--- src/rtl/imhu_ram.sv ---
// generic single-write, single-read ram with registered read data
module imhu_ram #(
  parameter int WIDTH = 8,
  parameter int DEPTH = 16
) (
  input  logic                     clk,
  input  logic                     we,
  input  logic [$clog2(DEPTH)-1:0] waddr,
  input  logic [WIDTH-1:0]         wdata,
  input  logic                     re,
  input  logic [$clog2(DEPTH)-1:0] raddr,
  output logic [WIDTH-1:0]         rdata
);

  logic [WIDTH-1:0] mem [DEPTH];

  always_ff @(posedge clk) begin
    if (we) begin
      mem[waddr] <= wdata;
    end
    if (re) begin
      rdata <= mem[raddr];
    end
  end

endmodule

--- config.mk ---
export PLATFORM = sky130hd
export DESIGN_NAME = imhu_ram
export DESIGN_NICKNAME = d
export VERILOG_FILES = /design/src/rtl/imhu_ram.sv
export SDC_FILE = /design/constraint.sdc
export NUM_CORES = 1
export LEC_CHECK = 0
export BUFFER_PORTS_ARGS = -buffer_cell sky130_fd_sc_hd__buf_4
export CAP_MARGIN = 20
export CORE_ASPECT_RATIO = 1.25
export CORE_MARGIN = 5
export CORE_UTILIZATION = 30
export DETAILED_ROUTE_END_ITERATION = 6
export PLACE_DENSITY_LB_ADDON = 0.3
export SLEW_MARGIN = 20
export SYNTH_ARGS = -nofsm -noshare
export SYNTH_HDL_FRONTEND = slang
export SYNTH_SLANG_ARGS = --single-unit
--- constraint.sdc ---
create_clock -name clk -period 2.71 [get_ports clk]
set_clock_uncertainty 0.15 [all_clocks]
set_input_delay 0 -clock clk [delete_from_list [all_inputs] [get_ports clk]]
set_output_delay 0 -clock clk [all_outputs]
set_load 0.005 [all_outputs]
==> results of run 1 <==
==> stage by stage <==
| step | worst slack (ns) | total power [mW] | area (sq um) |
|---|---|---|---|
| 2_1_floorplan | 1.07 | 2.54 | 5230 |
| 3_3_place_gp | 0.670 | 2.65 | 5710 |
| 3_5_place_dp | 0.680 | 2.65 | 5710 |
| 4_1_cts | 0.923 | 4.73 | 6370 |
| 5_1_grt | 0.865 | 4.85 | 6370 |
| 6_report | 0.955 | 4.69 | 6370 |
==> layout by cell type (no fill, tap or decap) <==
master	netlist	routed
nand2_1	9	9
clkbuf_16	0	17
dlygate4sd3_1	0	12
edfxtp_1	136	136
buf_4	1	39
bufinv_16	0	1
and2_1	1	1
nand3_1	1	1
nand3b_1	2	2
nand2b_1	2	2
a22oi_1	16	16
mux4_2	18	18
clkinv_2	0	6
clkinv_1	0	3
nor3_1	4	4
nor2_1	13	13
mux4_1	14	14
and2b_1	1	1
or3b_2	1	1
nor2b_1	1	1
clkinvlp_4	0	2
clkinv_4	0	3
==> metal layers <==
layer	vias up	wire length (microns)	GRT usage (%)
met4	0	60	3.49
met1	1275	4710	14.7
li1	1102	-	-
met2	72	5150	16.6
met5	-	0	0
met3	5	501	3.37
==> tightest hold or removal path: stages <==
cell,delay (ns)
buf_4,0.10
or3b_2,0.15
nor2_1,0.05
buf_4,0.17
==> layout make-up <==
cell class	instances	share of cell area [%]
flip-flops and latches	136	64.1
clock inverters	15	1.77
multi-input cells	83	16.6
repair buffers	51	6.48
well taps	224	4.40
clock buffers	17	6.68
==> sequential cells by signal, summed over array words and instances (netlist names) <==
signal / flops
rdata: 8
mem: 128
==> report_power, final <==
group	internal, mW	switching (mW)
sequential	2.37	0.0132
clock	1.24	0.828
combinational	0.108	0.124
total	3.72	0.965
==> cell families after synthesis <==
group	count (synthesis)	share of synthesized area [%]
and+or+nand+nor	35	3.14
AOI/OAI and AO/OA	16	2.30
muxes	32	14.8
DFF	136	78.1
buffers and inverters	10	1.65
==> path summary, 6_finish.rpt <==
path / from / end / slack, ns / cells after the start
setup reg to reg: mem[5][0]$_DFFE_PP_ / rdata[0]$_DFFE_PP_ / 1.02 / 3
hold / removal: waddr[3] / mem[3][0]$_DFFE_PP_ / 0.08 / 4
hold reg to reg: mem[14][3]$_DFFE_PP_ / rdata[3]$_DFFE_PP_ / 0.59 / 3
setup / recovery: waddr[1] / mem[4][4]$_DFFE_PP_ / 0.95 / 4
==> flow_summary.json, run 1 <==
{
  "status": "finished, final reports clean",
  "placed_cells": 482,
  "numClockSinks": 136,
  "synth_top_area_share_pct": 78.1,
  "wl_per_cell_microns": 19.8,
  "drive_gt1_share_pct": 28.8,
  "grt_pass1_vias": 2565,
  "yosysSeqAreaShare_pct": 78.1,
  "end_kind": "register",
  "cts_root_buf": "clkbuf_16",
  "cts_tree": "done",
  "grt_first_pass_wirelength_mm": 15.6,
  "fin_crit_sh_pct": 64.8,
  "utilization_pct": 36.8,
  "synth.most_common_cell": "edfxtp_1",
  "power_density_nw_per_um2": 735,
  "yosysUniqueCellTypes": 18,
  "synth_top_cell_by_area": "edfxtp_1",
  "syn_nets": 248,
  "cpMaxStageDelayCell": "dlygate4sd3_1",
  "cts-buffers-inserted": 17,
  "worst-path-max-fanout": 7,
  "ir_drop_mv": 0.359,
  "ys.flop_type": "edfxtp_1",
  "syn_area_sq_um": 5230,
  "slew_viol_final": 0,
  "n_antenna_cell": 0,
  "fin_setup_tns_ns": 0,
  "synth_edf_count": 136,
  "die-area_sq_um": 20200,
  "required_ns": 2.66,
  "ys_seq_elements": 136,
  "fp-row-count": 54,
  "worstPathCellList": "dlygate4sd3_1 > buf_4 > nor3_1 > dlygate4sd3_1",
  "clk_latency_ns": 0.41,
  "worst_path_most_repeated_cell": "dlygate4sd3_1",
  "antenna_found_initial": 0,
  "drt_iter0_drc": 123,
  "clockBufferDepth": 2,
  "yosys_warnings": 0,
  "track_usage_pct": 10.8,
  "worstPathArrival_ns": 1.70,
  "antenna_left": 0,
  "postCtsSetupBuffers": 0,
  "yosys-top-cells-count": "edfxtp_1 (136), mux4_2 (18), a22oi_1 (16)",
  "synthCells": 229,
  "grt_overflow": 0,
  "avgViaCountPerCell": 4.67,
  "max_freq_ghz": 0.570,
  "drt-total-wl_mm": 10.4,
  "p_leak_nw": 2.12,
  "io_pins": 27,
  "place_hpwl_mm": 6.67,
  "cp_num_buf_inv": 3,
  "synth_area_leaders": "edfxtp_1 (78%), mux4_2 (7.8%), mux4_1 (7.0%), a22oi_1 (2.3%), nor2_1 (0.93%)",
  "die_h_microns": 158,
  "final-seq-area_sq_um": 4080,
  "core_sq_um": 17300,
  "critPathLaunchType": "input pin",
  "worst_pin_slew_ns": 0.823,
  "fillCellCount": 1636,
  "hold_path.class": "input pin to register",
  "place.gp.congestion": 0.712,
  "hold_violations": 0,
  "first_pass_iters": 5,
  "nets": 308,
  "max_stage_delay_ns": 0.72,
  "via_count": 2454,
  "path_delay_family": "buffers and inverters",
  "cts_resized": 0,
  "start_util_pct": 30.2,
  "setup_viol": 0,
  "drc": 0,
  "rsz0062_at_grt": "false",
  "holdBufCountCts": 12,
  "grt_max_degree": 33,
  "async_reset_ff_share_pct": 0,
  "multi_input_area_sq_um": 1060,
  "syn_area_per_cell_sq_um": 22.8,
  "cap_violations": 0,
  "critical_path_class": "input pin to register",
  "syn2layout_area_growth_pct": 21.9,
  "die_x_microns": 128,
  "period_minus_slack_ns": 1.76,
  "final_cell_count_no_fill": 526,
  "cts_max_level": 4,
  "portBuffers": 26,
  "hold_ws_ns": 0.0843,
  "clk_pin_slew_ns": 0.06,
  "slew_headroom_pct": 45.0
}
Power figures use the tool's default switching activity.
==> run 2, diff against run 1 <==
Settings changed: ABC_AREA from default to 1.
Clock period 2.71 ns to 1.75 ns, I/O delays scaled along.
==> flow_summary.json, run 2 <==
{
  "ir_drop_mv": 0.625,
  "nets": 621,
  "avgViaCountPerCell": 4.32,
  "yosysUniqueCellTypes": 11,
  "cts_root_buf": "clkbuf_16",
  "worst_pin_slew_ns": 0.621,
  "worst_path_most_repeated_cell": "nand3_1",
  "antenna_left": 0,
  "postCtsSetupBuffers": 0,
  "synth_top_family_by_area": "simple AND/OR/NAND/NOR gates",
  "p_leak_nw": 2.95,
  "wl_met3_microns": 640,
  "fillCellCount": 1898,
  "worstPathCellList": "dlygate4sd3_1 > buf_4 > clkinvlp_4 > nand3_1 > nand3_1 > nand2_1",
  "place_hpwl_mm": 8.72,
  "clk_latency_ns": 0.41,
  "cts-buffers-inserted": 17,
  "clockBufferDepth": 2,
  "hold_ws_ns": 0.0502,
  "grt_first_pass_wirelength_mm": 21.4,
  "synth_edf_count": 136,
  "hold_violations": 0,
  "synth_adder_area_share_pct": 0,
  "grt_pass1_vias": 3822,
  "track_usage_pct": 12.6,
  "met2_length_mm": 7.05,
  "async_reset_ff_share_pct": 0,
  "first_pass_iters": 4,
  "ys_seq_elements": 136,
  "yosys-top-cells-count": "nand2_1 (173), edfxtp_1 (136), inv_1 (100)",
  "slew_viol_final": 0,
  "r2r-start": "mem[1][2]$_DFFE_PP_",
  "slew_headroom_pct": 58.5,
  "portBuffers": 26,
  "fp-row-count": 57,
  "cap_violations": 0,
  "reg_top3": "mem x128, rdata x8",
  "setup_viol": 0,
  "power_density_nw_per_um2": 1040,
  "layout_common_cells": "nand2_1 (173), edfxtp_1 (136), inv_1 (99)",
  "syn2layout_area_growth_pct": 20.0,
  "io_pins": 27,
  "yosys_warnings": 0,
  "ys.flop_type": "edfxtp_1",
  "max_stage_delay_ns": 0.53,
  "critical_path_class": "input pin to register",
  "synth_mux_area_share_pct": 0,
  "max_freq_ghz": 0.652,
  "via_count": 3802,
  "numClockSinks": 136,
  "drive_gt1_share_pct": 12.5,
  "synth_top_cell_by_area": "edfxtp_1",
  "largest_reg_flops": 128,
  "top_layer": "met4",
  "syn_area_per_cell_sq_um": 10.6,
  "die-area_sq_um": 22400,
  "wl_met1_mm": 5.57,
  "cpMaxStageDelayCell": "dlygate4sd3_1",
  "syn_area_sq_um": 5850,
  "synthCells": 551,
  "critPathLaunchType": "input pin",
  "layout_commonest_cell": "nand2_1",
  "drt-total-wl_mm": 13.7,
  "place.gp.congestion": 0.811,
  "fin_setup_tns_ns": 0,
  "rsz0062_at_grt": "false",
  "worstPathArrival_ns": 1.66,
  "clk_pin_slew_ns": 0.06,
  "worstRegToRegCells": 6,
  "final-seq-area_sq_um": 4080,
  "r2r_setup_slack_ns": 0.39,
  "synth.most_common_cell": "nand2_1",
  "grt_max_degree": 65,
  "required_ns": 1.88,
  "die_x_microns": 135,
  "whs_endpoint": "mem[1][0]$_DFFE_PP_",
  "synth_top_area_share_pct": 69.8,
  "hold_path.class": "input pin to register",
  "wl_per_cell_microns": 15.6,
  "syn_nets": 570,
  "cts_tree": "done",
  "synth_compound_area_share_pct": 0,
  "start_util_pct": 30.3,
  "antenna_found_initial": 0,
  "cp_num_buf_inv": 3,
  "worst-path-max-fanout": 17,
  "n_antenna_cell": 0,
  "period_minus_slack_ns": 1.53,
  "drc": 0,
  "hold_depth": 4,
  "cts_max_level": 4,
  "end_kind": "register",
  "grt_overflow": 0,
  "synth_xor_area_share_pct": 0,
  "path_delay_family": "buffers and inverters",
  "yosysSeqAreaShare_pct": 69.8,
  "core_sq_um": 19300,
  "hp-start": "we",
  "fin_crit_sh_pct": 87.6,
  "status": "finished, final reports clean",
  "largest-register": "mem",
  "timing.rr.end": "rdata[2]$_DFFE_PP_",
  "synth_area_leaders": "edfxtp_1 (70%), nand2_1 (11%), nand3_1 (8.3%), inv_1 (6.4%), buf_6 (1.2%)",
  "die_h_microns": 166,
  "drt_iter0_drc": 240,
  "multi_input_area_sq_um": 1210,
  "synth-simple-area-share_pct": 20.8
}
[run 2: changes by cell type in the layout (fill, tap and decap cells not counted), moves of 14 or more]
| cell | previous run | this run |
|---|---|---|
| a22oi_1 | 16 | 0 |
| inv_1 | 0 | 99 |
| mux4_1 | 14 | 0 |
| mux4_2 | 18 | 0 |
| nand3_1 | 1 | 97 |
| nand2_1 | 9 | 173 |
[run 2: layout make-up]
cell class	count	area share [%]
Sequential cell	136	58.2
Timing Repair Buffer	56	6.74
Clock inverter	14	1.41
Multi-Input combinational cell	289	17.3
Clock buffer	18	6.12
Inverter	102	5.51
Tap cell	265	4.73
[run 2: logic make-up after synthesis]
kind of cell	count (synthesis)
and+or+nand+nor	289
DFF	136
buffers and inverters	126
[run 2: worst max-delay path by stage]
| stage | startpoint | to | cells after the start |
|---|---|---|---|
| 3_3_place_gp | raddr[2] | rdata[5]$_DFFE_PP_ | 5 |
| 4_1_cts | raddr[2] | rdata[5]$_DFFE_PP_ | 6 |
| 6_report | raddr[2] | rdata[2]$_DFFE_PP_ | 6 |
| 5_1_grt | raddr[2] | rdata[2]$_DFFE_PP_ | 6 |
| 2_1_floorplan | waddr[2] | mem[10][0]$_DFFE_PP_ | 2 |
| 3_5_place_dp | raddr[2] | rdata[5]$_DFFE_PP_ | 5 |
[run 2: power breakdown]
group / internal (mW) / switching (mW) / total (mW)
sequential: 3.67 / 0.0201 / 3.69
clock: 1.81 / 1.34 / 3.15
combinational: 0.163 / 0.320 / 0.483
[run 2: worst min-delay path, delay by kind of cell]
family / cells / cell delay (ns)
buffers and inverters: 2 / 0.28
AND/OR/NAND/NOR: 2 / 0.20
[run 2: stage by stage]
stage                     cell area, sq um  worst slack, ns  utilization [%]  total power [mW]  std cells
after floorplan                       5850            0.649                -              4.01        551
after global placement                6370            0.165             33.0              4.23        837
after detailed placement              6370            0.172             33.0              4.23        837
after CTS                             7010           0.0380             36.3              7.39        880
after global routing                  7020            0.123             36.3              7.59        880
final                                 7020            0.216             36.3              7.32        880
[run 2: what timing repair did]
item	CTS	global route
hold endpoints to repair	144	0
hold buffers	11	0
setup endpoints to repair	0	3
gates resized for setup	0	1
[run 2: per-layer routing]
metal | vias to the layer above | GRT usage, %
met3 | 25 | 2.85
met5 | - | 0
met2 | 85 | 21.7
met1 | 1806 | 15.1
li1 | 1886 | -
met4 | 0 | 5.54
